<file path="src/design/lirs_pkg.sv">
// Package for the linear interpolation resampler.
// Holds shared widths, register indexes, the front-end state type and the command type.
// No dependencies.
`timescale 1ns / 1ps

package lirs_pkg;

  localparam int SAMPLE_W   = 16;
  localparam int STEP_W     = 20;
  localparam int FRAC_MAX_W = 24;
  localparam int PADDR_W    = 3;
  localparam int PDATA_W    = 32;

  localparam int CMD_DEPTH  = 4;
  localparam int CMD_PTR_W  = $clog2(CMD_DEPTH);
  localparam int CMD_CNT_W  = $clog2(CMD_DEPTH + 1);

  localparam logic REG_STEP   = 1'b0;
  localparam logic REG_BYPASS = 1'b1;

  localparam logic signed [SAMPLE_W+1:0] SAT_MAX = 18'sd32767;
  localparam logic signed [SAMPLE_W+1:0] SAT_MIN = -18'sd32768;

  typedef enum logic [1:0] {
    FS_IDLE,
    FS_PASS,
    FS_INTERP
  } front_state_t;

  // One output to compute: a + (b - a) * pos, pos in FRAC_BITS fraction bits
  typedef struct packed {
    logic signed [SAMPLE_W-1:0] a;
    logic signed [SAMPLE_W-1:0] b;
    logic [FRAC_MAX_W-1:0]      pos;
    logic                       last;
  } cmd_t;

endpackage

</file>
<file path="src/design/linear_interp_resampler_unit.sv">
// Top level of the linear interpolation sample rate converter.
// Holds the APB register file and connects front end, command queue and back end.
// Depends on lirs_pkg, lirs_front, lirs_fifo, lirs_back.
`timescale 1ns / 1ps

// An input transaction is taken when the front end is idle. A priming sample
// or one that falls in a downsampling gap gives no result and leaves the front end idle, ready
// for the next input. Otherwise the front end issues one command per result (1 in bypass, up to
// MAX_UPSAMPLE when upsampling), one a cycle while the command queue is not full, and then
// returns to idle. Results leave through the command queue, the multiply stage and the
// round/saturate output register; the four-entry command queue lets the input side run on
// while the output side stalls.
module linear_interp_resampler_unit #(
  parameter int FRAC_BITS    = 16,
  parameter int MAX_UPSAMPLE = 8
) (
  input  logic                                 clk,
  input  logic                                 rst,
  input  logic                                 psel,
  input  logic                                 penable,
  input  logic                                 pwrite,
  input  logic [lirs_pkg::PADDR_W-1:0]         paddr,
  input  logic [lirs_pkg::PDATA_W-1:0]         pwdata,
  output logic [lirs_pkg::PDATA_W-1:0]         prdata,
  output logic                                 pready,
  input  logic signed [lirs_pkg::SAMPLE_W-1:0] sample_in,
  input  logic                                 in_valid,
  output logic                                 in_ready,
  output logic signed [lirs_pkg::SAMPLE_W-1:0] sample_out,
  output logic                                 last,
  output logic                                 out_valid,
  input  logic                                 out_ready
);
  import lirs_pkg::*;

  localparam logic [STEP_W-1:0] STEP_RESET = STEP_W'(64'd1 << FRAC_BITS);

  logic [STEP_W-1:0] step;
  logic              bypass;
  logic              reg_idx;
  logic              wr_en;
  logic              push;
  logic              full;
  logic              empty;
  logic              pop;
  cmd_t              push_cmd;
  cmd_t              pop_cmd;

  assign pready  = 1'b1;
  assign reg_idx = paddr[2];
  assign wr_en   = psel && penable && pwrite && pready;

  always_ff @(posedge clk) begin
    if (rst) begin
      step   <= STEP_RESET;
      bypass <= 1'b0;
    end else if (wr_en) begin
      case (reg_idx)
        REG_STEP:   step   <= pwdata[STEP_W-1:0];
        REG_BYPASS: bypass <= pwdata[0];
        default: ;
      endcase
    end
  end

  always_comb begin
    case (reg_idx)
      REG_STEP:   prdata = PDATA_W'(step);
      REG_BYPASS: prdata = PDATA_W'(bypass);
      default:    prdata = '0;
    endcase
  end

  lirs_front #(
    .FRAC_BITS   (FRAC_BITS),
    .MAX_UPSAMPLE(MAX_UPSAMPLE)
  ) u_front (
    .clk      (clk),
    .rst      (rst),
    .step     (step),
    .bypass   (bypass),
    .sample_in(sample_in),
    .in_valid (in_valid),
    .in_ready (in_ready),
    .push     (push),
    .cmd      (push_cmd),
    .full     (full)
  );

  lirs_fifo u_fifo (
    .clk     (clk),
    .rst     (rst),
    .push    (push),
    .push_cmd(push_cmd),
    .full    (full),
    .pop     (pop),
    .pop_cmd (pop_cmd),
    .empty   (empty)
  );

  lirs_back #(
    .FRAC_BITS(FRAC_BITS)
  ) u_back (
    .clk       (clk),
    .rst       (rst),
    .cmd_valid (!empty),
    .cmd       (pop_cmd),
    .cmd_pop   (pop),
    .out_valid (out_valid),
    .out_ready (out_ready),
    .sample_out(sample_out),
    .last      (last)
  );

endmodule

</file>
<file path="src/design/lirs_front.sv">
// Front end of the resampler: accepts input transactions, primes, skips gaps
// and walks the fractional position, issuing one interpolation command per cycle while the queue is not full.
// Depends on lirs_pkg.
`timescale 1ns / 1ps

module lirs_front #(
  parameter int FRAC_BITS    = 16,
  parameter int MAX_UPSAMPLE = 8
) (
  input  logic                                 clk,
  input  logic                                 rst,
  input  logic [lirs_pkg::STEP_W-1:0]          step,
  input  logic                                 bypass,
  input  logic signed [lirs_pkg::SAMPLE_W-1:0] sample_in,
  input  logic                                 in_valid,
  output logic                                 in_ready,
  output logic                                 push,
  output lirs_pkg::cmd_t                       cmd,
  input  logic                                 full
);
  import lirs_pkg::*;

  localparam int POS_W = ((FRAC_BITS > STEP_W) ? FRAC_BITS : STEP_W) + 1;
  localparam int CNT_W = $clog2(MAX_UPSAMPLE + 1);
  localparam logic [POS_W-1:0] ONE_POS = POS_W'(64'd1 << FRAC_BITS);
  localparam logic [CNT_W-1:0] CNT_LAST = CNT_W'(MAX_UPSAMPLE - 1);

  front_state_t              state, state_next;
  logic signed [SAMPLE_W-1:0] prev, prev_next;
  logic signed [SAMPLE_W-1:0] cur, cur_next;
  logic [POS_W-1:0]           position, position_next;
  logic                       primed, primed_next;
  logic [CNT_W-1:0]           count, count_next;
  logic [POS_W-1:0]           sum;
  logic                       done;

  always_ff @(posedge clk) begin
    if (rst) begin
      state    <= FS_IDLE;
      prev     <= '0;
      position <= '0;
      primed   <= 1'b0;
      count    <= '0;
    end else begin
      state    <= state_next;
      prev     <= prev_next;
      position <= position_next;
      primed   <= primed_next;
      count    <= count_next;
    end
  end

  always_ff @(posedge clk) begin
    cur <= cur_next;
  end

  assign sum  = position + POS_W'(step);
  assign done = (sum >= ONE_POS) || (count == CNT_LAST);

  always_comb begin
    state_next    = state;
    prev_next     = prev;
    cur_next      = cur;
    position_next = position;
    primed_next   = primed;
    count_next    = count;
    in_ready      = 1'b0;
    push          = 1'b0;
    cmd.a         = prev;
    cmd.b         = cur;
    cmd.pos       = FRAC_MAX_W'(position[FRAC_BITS-1:0]);
    cmd.last      = done;
    case (state)
      FS_IDLE: begin
        in_ready = 1'b1;
        if (in_valid) begin
          cur_next = sample_in;
          if (bypass) begin
            state_next = FS_PASS;
          end else if (!primed) begin
            prev_next     = sample_in;
            position_next = '0;
            primed_next   = 1'b1;
          end else if (position >= ONE_POS) begin
            prev_next     = sample_in;
            position_next = position - ONE_POS;
          end else begin
            count_next = '0;
            state_next = FS_INTERP;
          end
        end
      end
      FS_PASS: begin
        cmd.a    = cur;
        cmd.pos  = '0;
        cmd.last = 1'b1;
        if (!full) begin
          push        = 1'b1;
          prev_next   = cur;
          primed_next = 1'b1;
          state_next  = FS_IDLE;
        end
      end
      FS_INTERP: begin
        if (!full) begin
          push = 1'b1;
          if (done) begin
            position_next = (sum >= ONE_POS) ? (sum - ONE_POS) : '0;
            prev_next     = cur;
            state_next    = FS_IDLE;
          end else begin
            position_next = sum;
            count_next    = count + CNT_W'(1);
          end
        end
      end
      default: begin
        state_next = FS_IDLE;
      end
    endcase
  end

endmodule

</file>
<file path="src/design/lirs_fifo.sv">
// Command queue between the resampler front end and the arithmetic back end.
// Small register-based FIFO with first-word fall-through.
// Depends on lirs_pkg.
`timescale 1ns / 1ps

module lirs_fifo (
  input  logic           clk,
  input  logic           rst,
  input  logic           push,
  input  lirs_pkg::cmd_t push_cmd,
  output logic           full,
  input  logic           pop,
  output lirs_pkg::cmd_t pop_cmd,
  output logic           empty
);
  import lirs_pkg::*;

  cmd_t                 entries [CMD_DEPTH];
  logic [CMD_PTR_W-1:0] wr_ptr;
  logic [CMD_PTR_W-1:0] rd_ptr;
  logic [CMD_CNT_W-1:0] fill;
  logic                 do_push;
  logic                 do_pop;

  assign full    = (fill == CMD_CNT_W'(CMD_DEPTH));
  assign empty   = (fill == '0);
  assign do_push = push && !full;
  assign do_pop  = pop && !empty;
  assign pop_cmd = entries[rd_ptr];

  always_ff @(posedge clk) begin
    if (rst) begin
      wr_ptr <= '0;
      rd_ptr <= '0;
      fill   <= '0;
    end else begin
      if (do_push) begin
        wr_ptr <= wr_ptr + CMD_PTR_W'(1);
      end
      if (do_pop) begin
        rd_ptr <= rd_ptr + CMD_PTR_W'(1);
      end
      if (do_push && !do_pop) begin
        fill <= fill + CMD_CNT_W'(1);
      end else if (do_pop && !do_push) begin
        fill <= fill - CMD_CNT_W'(1);
      end
    end
  end

  always_ff @(posedge clk) begin
    if (do_push) begin
      entries[wr_ptr] <= push_cmd;
    end
  end

endmodule

</file>
<file path="src/design/lirs_back.sv">
// Back end of the resampler: multiply stage and round/saturate output register.
// Pops commands from the queue and presents results on the output channel.
// Depends on lirs_pkg.
`timescale 1ns / 1ps

module lirs_back #(
  parameter int FRAC_BITS = 16
) (
  input  logic                                 clk,
  input  logic                                 rst,
  input  logic                                 cmd_valid,
  input  lirs_pkg::cmd_t                       cmd,
  output logic                                 cmd_pop,
  output logic                                 out_valid,
  input  logic                                 out_ready,
  output logic signed [lirs_pkg::SAMPLE_W-1:0] sample_out,
  output logic                                 last
);
  import lirs_pkg::*;

  localparam int PROD_W = SAMPLE_W + 1 + FRAC_MAX_W + 1;
  localparam logic signed [PROD_W-1:0] RND = PROD_W'(64'd1 << (FRAC_BITS - 1));

  logic signed [SAMPLE_W:0]   diff;
  logic signed [PROD_W-1:0]   prod;
  logic                       s1_valid;
  logic signed [SAMPLE_W-1:0] s1_a;
  logic signed [PROD_W-1:0]   s1_prod;
  logic                       s1_last;
  logic                       s1_en;
  logic                       s2_load;
  logic signed [PROD_W-1:0]   rounded;
  logic signed [SAMPLE_W+1:0] quot;
  logic signed [SAMPLE_W+1:0] sum;
  logic signed [SAMPLE_W-1:0] sat;

  assign diff    = {cmd.b[SAMPLE_W-1], cmd.b} - {cmd.a[SAMPLE_W-1], cmd.a};
  assign prod    = diff * $signed({1'b0, cmd.pos});
  assign s2_load = !out_valid || out_ready;
  assign s1_en   = !s1_valid || s2_load;
  assign cmd_pop = cmd_valid && s1_en;

  assign rounded = s1_prod + RND;
  assign quot    = rounded[FRAC_BITS+SAMPLE_W+1:FRAC_BITS];
  assign sum     = quot + {{2{s1_a[SAMPLE_W-1]}}, s1_a};

  always_comb begin
    if (sum > SAT_MAX) begin
      sat = SAT_MAX[SAMPLE_W-1:0];
    end else if (sum < SAT_MIN) begin
      sat = SAT_MIN[SAMPLE_W-1:0];
    end else begin
      sat = sum[SAMPLE_W-1:0];
    end
  end

  always_ff @(posedge clk) begin
    if (rst) begin
      s1_valid  <= 1'b0;
      out_valid <= 1'b0;
    end else begin
      if (s1_en) begin
        s1_valid <= cmd_valid;
      end
      if (s2_load) begin
        out_valid <= s1_valid;
      end
    end
  end

  always_ff @(posedge clk) begin
    if (cmd_pop) begin
      s1_a    <= cmd.a;
      s1_prod <= prod;
      s1_last <= cmd.last;
    end
    if (s2_load && s1_valid) begin
      sample_out <= sat;
      last       <= s1_last;
    end
  end

endmodule

</file>
<file path="config.mk">
export PLATFORM = sky130hd
export DESIGN_NAME = linear_interp_resampler_unit
export DESIGN_NICKNAME = d
export VERILOG_FILES = /design/src/design/lirs_pkg.sv /design/src/design/linear_interp_resampler_unit.sv /design/src/design/lirs_front.sv /design/src/design/lirs_fifo.sv /design/src/design/lirs_back.sv
export SDC_FILE = /design/constraint.sdc
export NUM_CORES = 1
export LEC_CHECK = 0
export BUFFER_PORTS_ARGS = -buffer_cell sky130_fd_sc_hd__clkbuf_2
export CELL_PAD_IN_SITES_DETAIL_PLACEMENT = 0
export CELL_PAD_IN_SITES_GLOBAL_PLACEMENT = 1
export CORE_AREA = 2 2 239 241
export DETAILED_ROUTE_END_ITERATION = 6
export DIE_AREA = 0 0 241 243
export PLACE_DENSITY = 0.87
export SLEW_MARGIN = 5
export SYNTH_ARGS = -nofsm -noshare
export SYNTH_HDL_FRONTEND = slang
export SYNTH_SLANG_ARGS = --single-unit
</file>
<file path="constraint.sdc">
create_clock -name clk -period 9.7 [get_ports clk]
set_input_delay 1.94 -clock clk [delete_from_list [all_inputs] [get_ports clk]]
set_output_delay 1.94 -clock clk [all_outputs]
set_load 0.005 [all_outputs]
</file>
# Word level (Yosys, flattened, before mapping)

Memories as Yosys holds them, arrays and structs flattened. A register that Yosys moved wholly into a read port is not among the register bits.
Cells that the tools add are included.

Reduce and logical (&&, ||, !) cells: 32
$add $sub $neg: 11
Bitwise logic cells: 1
Shifts and indexed selects: 0
Order comparisons: 4
Divide/modulo/power cells: 0
Equal/unequal tests: 15
Multiplexer cells: 48
Multiply operators: 1

Operators with widths:

| cell                                                                                  | count |
|---|---|
| 21-bit 2-to-1 mux                                                                     | 7 |
| 16-bit 2-to-1 mux                                                                     | 9 |
| 32-bit one-hot mux with 2 select lines                                                | 1 |
| 16-bit one-hot mux with 3 select lines                                                | 1 |
| 21-bit by 17-bit greater-or-equal comparator with 1-bit output, second input constant | 2 |
| 21-bit one-hot mux with 2 select lines                                                | 1 |
| 21-bit by 17-bit subtractor with 21-bit output, second input constant                 | 2 |
| 34-bit by 17-bit adder with 34-bit output, second input constant                      | 1 |
| 17-bit by 25-bit multiplier with 34-bit output                                        | 1 |
| 4-bit 2-to-1 mux                                                                      | 6 |
| 21-bit by 20-bit adder with 21-bit output                                             | 1 |
| 18-bit adder                                                                          | 1 |
| 18-bit by 16-bit greater-than comparator with 1-bit output, second input constant     | 1 |
| 18-bit by 16-bit less-than comparator with 1-bit output, second input constant        | 1 |
| 2-bit 2-to-1 mux                                                                      | 9 |
| 17-bit 2-to-1 mux                                                                     | 1 |
| 16-bit by 16-bit subtractor with 17-bit output                                        | 1 |
| 7-bit AND reduction                                                                   | 2 |
| 2-bit != test, second input constant                                                  | 6 |
| 1-bit logical AND                                                                     | 8 |
| 1-bit 2-to-1 mux                                                                      | 8 |
| 4-bit one-hot mux with 2 select lines                                                 | 1 |
| 1-bit zero test                                                                       | 6 |
| 3-bit 2-to-1 mux                                                                      | 2 |
| 24 further kinds                                                                      | 33 |

Memory bits (read-only): 0
Bits of input ports: 58
Logic and storage cells: 131
Register bits after elaboration: 158
Memories: 1
Bits in writable memories: 196
Bits in latches: 0
Output and inout port bits: 52

Memories:

| name           | words | bits a word | read ports | clocked after memory_dff | write ports | line            | RTL |
|---|---|---|---|---|---|---|---|
| u_fifo.entries | 4     | 49          | 1          | 1                        | 1           | lirs_fifo.sv:18 | `cmd_t entries [CMD_DEPTH];` |

# Longest topological paths before layout

Gate-level depths: netlist of run 1.

Word-level depth: 8
Mapped depth: 41
Depth with buffers taken out: 34

# Cells and area by module

From an unflattened synthesis of run 1, not the netlist that was laid out.

Cells, all modules: 2,632
Area, all modules: 29,630.9 um2

By module, submodules not included:

| module                       | cells each | area an instance (um2) | times used | sequential area each (um2) |
|---|---|---|---|---|
| lirs_back                    | 1,676      | 15,404.8               | 1          | 1,631.6 |
| lirs_fifo                    | 345        | 8,680.8                | 1          | 7,026.7 |
| lirs_front                   | 481        | 4,325.4                | 1          | 1,361.3 |
| linear_interp_resampler_unit | 130        | 1,219.9                | 1          | 420.4 |

# Least setup slack after synthesis of run 1

OpenSTA, ideal clock, no wires.

Kind: register to register
Start point: reg with a tool-made name
End point: reg u_back.s1_prod[27], data pin
Required time: 9.442 ns
Path slack: 0.016 ns
Setup time: 0.258 ns
Stages on the path, launching flop included: 40
Data arrival time: 9.426 ns
Clock period less this slack: 9.684 ns
Buffers on the path: 7
Cells stage by stage: dfxtp_1 clkbuf_1 clkbuf_1 clkbuf_1 clkbuf_1 mux4_2 inv_1 ha_1 nor2b_1 o21ai_1 a21boi_1 o21ai_1 a21oi_1 a41oi_1 a21oi_1 a41o_1 clkbuf_1 clkbuf_1 [... 4 more ...] fa_1 fa_1 fa_1 fa_1 inv_1 fa_1 inv_1 ha_1 a21o_1 a21oi_1 nand2_1 a21oi_1 a21oi_1 or2_1 buf_2 or4_4 a31oi_4 xnor2_1

RTL lines:

| item                   | line            | RTL |
|---|---|---|
| end signal: assignment | lirs_back.sv:74 | `s1_prod <= prod;` |
| end: declaration       | lirs_back.sv:28 | `logic signed [PROD_W-1:0] s1_prod;` |

==> results.ini, run 1 <==
[sta]
drv_slew=0
fmax_ghz=0.109
fin_crit_sh_pct=94.9
setup_viol=0
rsz0062_at_grt=false
relSlewSlack_pct=15.0
tns_ns=0
final-hold-violation-count=0
finalCriticalPeriod_ns=9.20
tightest_slew_ns=1.27
finClkSkew_ns=0.0196

[synthesis]
synth_top_area_share_pct=31.3
netlist_area_um2=25500
synthCells=2375
seq_area_frac_synth_pct=37.2
synth_top_area_cell=edfxtp_1
ys.flop_type=edfxtp_1
synth.avg_cell_area_um2=10.7
ys_async_sr_fraction_pct=0
synth_edf_count=265
synth_area_leaders=edfxtp_1 (31%), fa_1 (17%), ha_1 (9.3%)
synth.distinct_cells=86
ys_warn_count=0
ys_ff_latch=341

[setup_path]
critPathKind=reg2reg
crit_buf_inv=5
critical_path.slowest_cell=mux4_2
critPathRequiredTime_ns=10.00
cp-start-kind=flip-flop
cp_common_cell=fa_1
cp-end-kind=flip-flop
path_max_fanout=15
critPathTopFamily=adder cells
arrival_ns=9.50
max_stage_delay_ns=0.61

[placed_design]
place_hpwl_um=44500
io_buffers=82
gp_congestion=0.871

[routing]
via_per_inst=5.39
drc=0
firstDrtPassIters=5
wire_per_inst_um=17.8
drt_iter0_drc=1190
routed_wl_um=57700
vias=17451
ant_nets=0

[die]
core_um2=56000
die_w_um=241
die_area_um2=58600
die_h_um=243
ios=110
num_rows=87
start_util_pct=45.5

[run_status]
status=complete, no violations

[finish]
area.growth.synth_to_final_pct=10.3
final_nets=2913
fin_util_pct=50.2
final_cell_mix=inv_1 (315), edfxtp_1 (265), nand2_1 (253)
drive_gt1_share_pct=12.0
n_antenna_cell=0
final_common_cell=inv_1

[clock_tree]
numCtsBuffers=39
cts.sinks=341
clockBufferDepth=3
cts_tree=yes
clk_latency_ns=0.55
path_clk_slew_ns=0.06
cts_setup_buffers=0
cts-root-buf=clkbuf_16
htreeDepth=2

[global_route]
antenna_found_initial=0
overflow=0
first_global_vias=18152
grt_max_degree=70
grt_usage_pct=20.2
grt_first_pass_wirelength_um=94200

[job]
cap_violations=0

[hold_path]
hold_class=reg2reg

[Yosys cell counts (39+ instances only)]
cell and n:
inv_1 315, edfxtp_1 265, nand2_1 253, fa_1 212, nor2_1 194, ha_1 190, a21oi_1 86, clkbuf_1 78
dfxtp_1 76, nor2b_1 56, xnor2_1 51, o21ai_0 39
[registers in the layout, indices dropped and copies added, names as in the netlist, 2 cells and up, named ones only]
signal,flops
u_fifo.wr_ptr,2
u_front.state,2
u_back.sample_out,16
u_fifo.rd_ptr,2
u_front.position,21
u_front.prev,16
u_back.s1_prod,19
u_fifo.fill,3
u_back.s1_a,16
u_fifo.entries,196
step,20
u_front.count,4
u_front.cur,16
[worst paths after layout]
path	startpoint	end	slack, ns	cells past startpoint
worst min register to register	u_back.s1_last	u_back.last	0.44	0
worst max register to register	flip-flop	u_back.s1_prod[27]	0.50	31
worst max-delay path	flip-flop	u_back.s1_prod[27]	0.50	31
worst min-delay path	u_back.s1_last	u_back.last	0.44	0
[routing by layer]
metal  up-vias  GRT usage [%]  wire length, µm
li1       8225              -                -
met1      8680           26.4            24600
met2       466           35.2            28800
met3        80           2.50             2910
met4         0           5.37             1400
met5         -              0                0
[through the flow]
stage          area, µm²  hold WS, ns  std cells  setup slack, ns
2_1_floorplan      25500        0.400       2386           0.0162
3_3_place_gp       26800        0.434       3168            0.569
3_5_place_dp       26800        0.430       3168            0.432
4_1_cts            28100        0.445       3239            0.419
5_1_grt            28100        0.450       3239           0.0967
6_report           28100        0.443       3239            0.496
[cells by family (layout without fill, tap and decap cells)]
logic type | after synthesis | in the layout | synth area share, %
buffers and inverters | 421 | 518 | 6.49
adders and majority gates | 402 | 402 | 26.0
muxes | 105 | 105 | 6.01
other | 2 | 13 | 0.0295
and+or+nand+nor | 688 | 688 | 12.5
AOI/OAI and AO/OA | 331 | 331 | 8.84
DFF | 341 | 341 | 37.2
xor gates and xnor gates | 85 | 85 | 2.92
[layout make-up]
type	instances	area, µm²
multi-input cells	1624	14400
fillers	4931	27900
flip-flops and latches	341	9480
clock inverters	24	285
clock buffers	47	1020
well taps	756	946
inverters	317	1190
repair buffers	130	771
[repair_timing]
item,in CTS,in global routing
resized for setup,0,1
hold buffers,0,0
hold endpoints to repair,0,0
setup endpoints to repair,0,1
Power of run 1 is not shown: default switching activity piles up to over one toggle a cycle in this logic, so the estimate is an artifact.
==> run 2: changes to the inputs <==
CORE_AREA = 2 2 255 257   (was 2 2 239 241)
DIE_AREA = 0 0 257 259   (was 0 0 241 243)
SYNTH_HIERARCHICAL = 1   (was default)
==> run 2 against run 1 <==
First-iteration DRC count up 7.1%. Wire length up 15%. Critical endpoint is now u_back/s1_prod[33]. Fmax down 0.35%. Setup slack worse by 0.032 ns. Via count up 11%. Cell count up 10%. Non-clock buffer count down 7.
==> results.ini, run 2 <==
[sta]
finClkSkew_ns=0.0449  ; +0.0253 ns
fin_crit_sh_pct=95.2  ; +0.33 points
rsz0062_at_grt=false
setup_viol=0  ; unchanged
relSlewSlack_pct=22.7  ; +7.7 points
final-hold-violation-count=0  ; unchanged
fmax_ghz=0.108  ; -0.35%
tightest_slew_ns=1.16  ; -0.108 ns
tns_ns=0  ; unchanged
drv_slew=0  ; unchanged
finalCriticalPeriod_ns=9.24  ; +0.0322 ns

[placed_design]
place_hpwl_um=48600  ; +9.3%
gp_congestion=0.881  ; +1.1%
io_buffers=82  ; unchanged

[routing]
drc=0  ; unchanged
vias=19336  ; +11%
via_per_inst=5.42  ; +0.58%
wire_per_inst_um=18.6  ; +4.2%
routed_wl_um=66200  ; +15%
firstDrtPassIters=5  ; unchanged
ant_nets=0  ; unchanged
drt_iter0_drc=1274  ; +7.1%

[synthesis]
synth.distinct_cells=98  ; +14%
netlist_area_um2=29600  ; +16%
ys_ff_latch=373  ; +9.4%
synth_top_area_share_pct=30.1  ; -1.2 points
synth.avg_cell_area_um2=11.3  ; +5.0%
ys_warn_count=6  ; +6
ys_async_sr_fraction_pct=0  ; unchanged
ys.flop_type=edfxtp_1
seq_area_frac_synth_pct=35.2  ; -2.0 points
synthCells=2632  ; +11%
synthMostInstantiatedCell=inv_1
synth_edf_count=297  ; +12%
synth_area_leaders=edfxtp_1 (30%), fa_1 (21%), ha_1 (7.0%)
synthTopCellsByCount=inv_1 (434), fa_1 (314), edfxtp_1 (297)
synth_top_area_cell=edfxtp_1

[die]
die_w_um=257  ; +6.6%
num_rows=93  ; +6.9%
die_area_um2=66600  ; +14%
die_h_um=259  ; +6.6%
core_um2=63900  ; +14%
ios=110  ; unchanged
start_util_pct=46.4  ; +0.88 points

[clock_tree]
htreeDepth=2  ; unchanged
cts-root-buf=clkbuf_16
cts.sinks=373  ; +9.4%
clk_latency_ns=0.59  ; +0.04 ns
clockBufferDepth=3  ; unchanged
cts_tree=yes
cts_hold_buf=0  ; unchanged
cts_setup_buffers=0  ; unchanged
path_clk_slew_ns=0.06  ; about the same
numCtsBuffers=39  ; unchanged

[setup_path]
cp-start-kind=flip-flop
critical_path.slowest_cell=mux4_2
critPathTopFamily=adder cells
critPathRequiredTime_ns=10.01  ; about the same
max_stage_delay_ns=0.57  ; -0.04 ns
cp_common_cell=fa_1
critPathKind=reg2reg
arrival_ns=9.55  ; +0.05 ns
ff2ff_path_depth=29  ; -6.5%
crit_buf_inv=3  ; -2
r2r_setup_slack_ns=0.46  ; -0.03 ns
timing.rr.end=u_back/s1_prod[33]
path_max_fanout=15  ; unchanged
cp-end-kind=flip-flop

[finish]
drive_gt1_share_pct=11.8  ; -0.13 points
area.growth.synth_to_final_pct=8.72
multi_input_comb_area_um2=17000  ; +18%
final_nets=3220  ; +11%
regMostFlops=u_fifo/entries
top_regs=u_fifo/entries (228), u_front/position (21), step (20)
regArea_um2=10400  ; +10%
final_common_cell=inv_1
final.fill_count=5511  ; +12%
final_cell_mix=inv_1 (434), fa_1 (314), edfxtp_1 (297)
largest_reg_flops=228  ; +16%
fin_util_pct=50.4  ; +0.24 points

[global_route]
grt_usage_pct=20.4  ; +0.16 points
antenna_found_initial=0  ; unchanged
first_global_vias=20892  ; +15%
overflow=0  ; unchanged
grt_max_degree=77  ; +10%
grt_first_pass_wirelength_um=109000  ; +15%

[hold_path]
worstHoldStart=step[18]
hold_class=reg2reg
holdPathEnd=step[18]
holdPathStages=2  ; +2

[job]
cap_violations=0  ; unchanged

[run_status]
status=complete, no violations

run 2: cell count changes after synthesis, sizes merged, moves of 17 or more:
cell | before | now
o21ai | 58 | 37
mux4 | 35 | 57
edfxtp | 265 | 297
ha | 190 | 166
nor3 | 36 | 12
fa | 212 | 314
nand2b | 12 | 50
and2 | 33 | 112
a31oi | 27 | 7
nor2 | 195 | 68
inv | 317 | 434
buf | 26 | 43
nor2b | 56 | 89
run 2: how the worst max path moves through the flow:
stage               from                  to  slack (ns)  cells past startpoint
4_1_cts        flip-flop  u_back/s1_prod[33]        0.14                     29
2_1_floorplan  flip-flop  u_back/s1_prod[27]        0.80                     33
6_report       flip-flop  u_back/s1_prod[33]        0.46                     29
3_5_place_dp   flip-flop  u_back/s1_prod[33]        0.21                     29
3_3_place_gp   flip-flop  u_back/s1_prod[33]        0.32                     29
5_1_grt        flip-flop  u_back/s1_prod[27]        0.03                     30
run 2: what timing repair did:
| item | in CTS | in global routing |
|---|---|---|
| endpoints found under the setup margin | 0 | 10 |
| hold endpoints to repair | 0 | 0 |
| resized for setup | 0 | 3 |
run 2: cell families after synthesis:
family | Yosys count | synth area share [%]
and+or+nand+nor | 719 | 12.5
adders and majority gates | 480 | 28.2
AOI/OAI and AO/OA | 286 | 6.91
xor gates and xnor gates | 90 | 2.82
buffers and inverters | 566 | 7.87
DFF | 373 | 35.2
other | 3 | 0.0380
muxes | 115 | 6.36
run 2: cell type report:
cell class / count / area share [%]
antenna: 1 / 0.00777
clock buffer: 51 / 3.30
clock inverter: 20 / 0.750
inverter: 434 / 5.06
multi-input combinational: 1711 / 52.8
sequential: 373 / 32.4
tap: 855 / 3.32
timing repair buffer: 123 / 2.35
run 2: stage by stage:
stage	instance area [µm²]	hold slack (ns)	worst slack, ns	cells
CTS	32200	0.496	0.143	3567
detailed placement	30900	0.485	0.206	3496
finish	32200	0.488	0.464	3568
global placement	30900	0.482	0.318	3496
floorplan	29700	0.400	0.804	2650
global route	32200	0.505	0.0282	3567
run 2: tightest hold or removal path, stage by stage (launching register included):
cell and delay (ns):
dfxtp_1 0.32, nand2b_1 0.07, mux2i_1 0.05
run 2: routing by layer:
layer	vias up	global-route usage, %	wire, µm
li1	8792	-	-
met1	9865	25.8	27400
met2	555	36.3	33700
met3	124	2.69	3290
met4	0	6.25	1820
met5	-	0	0
Power of run 2 is left out for the same reason.
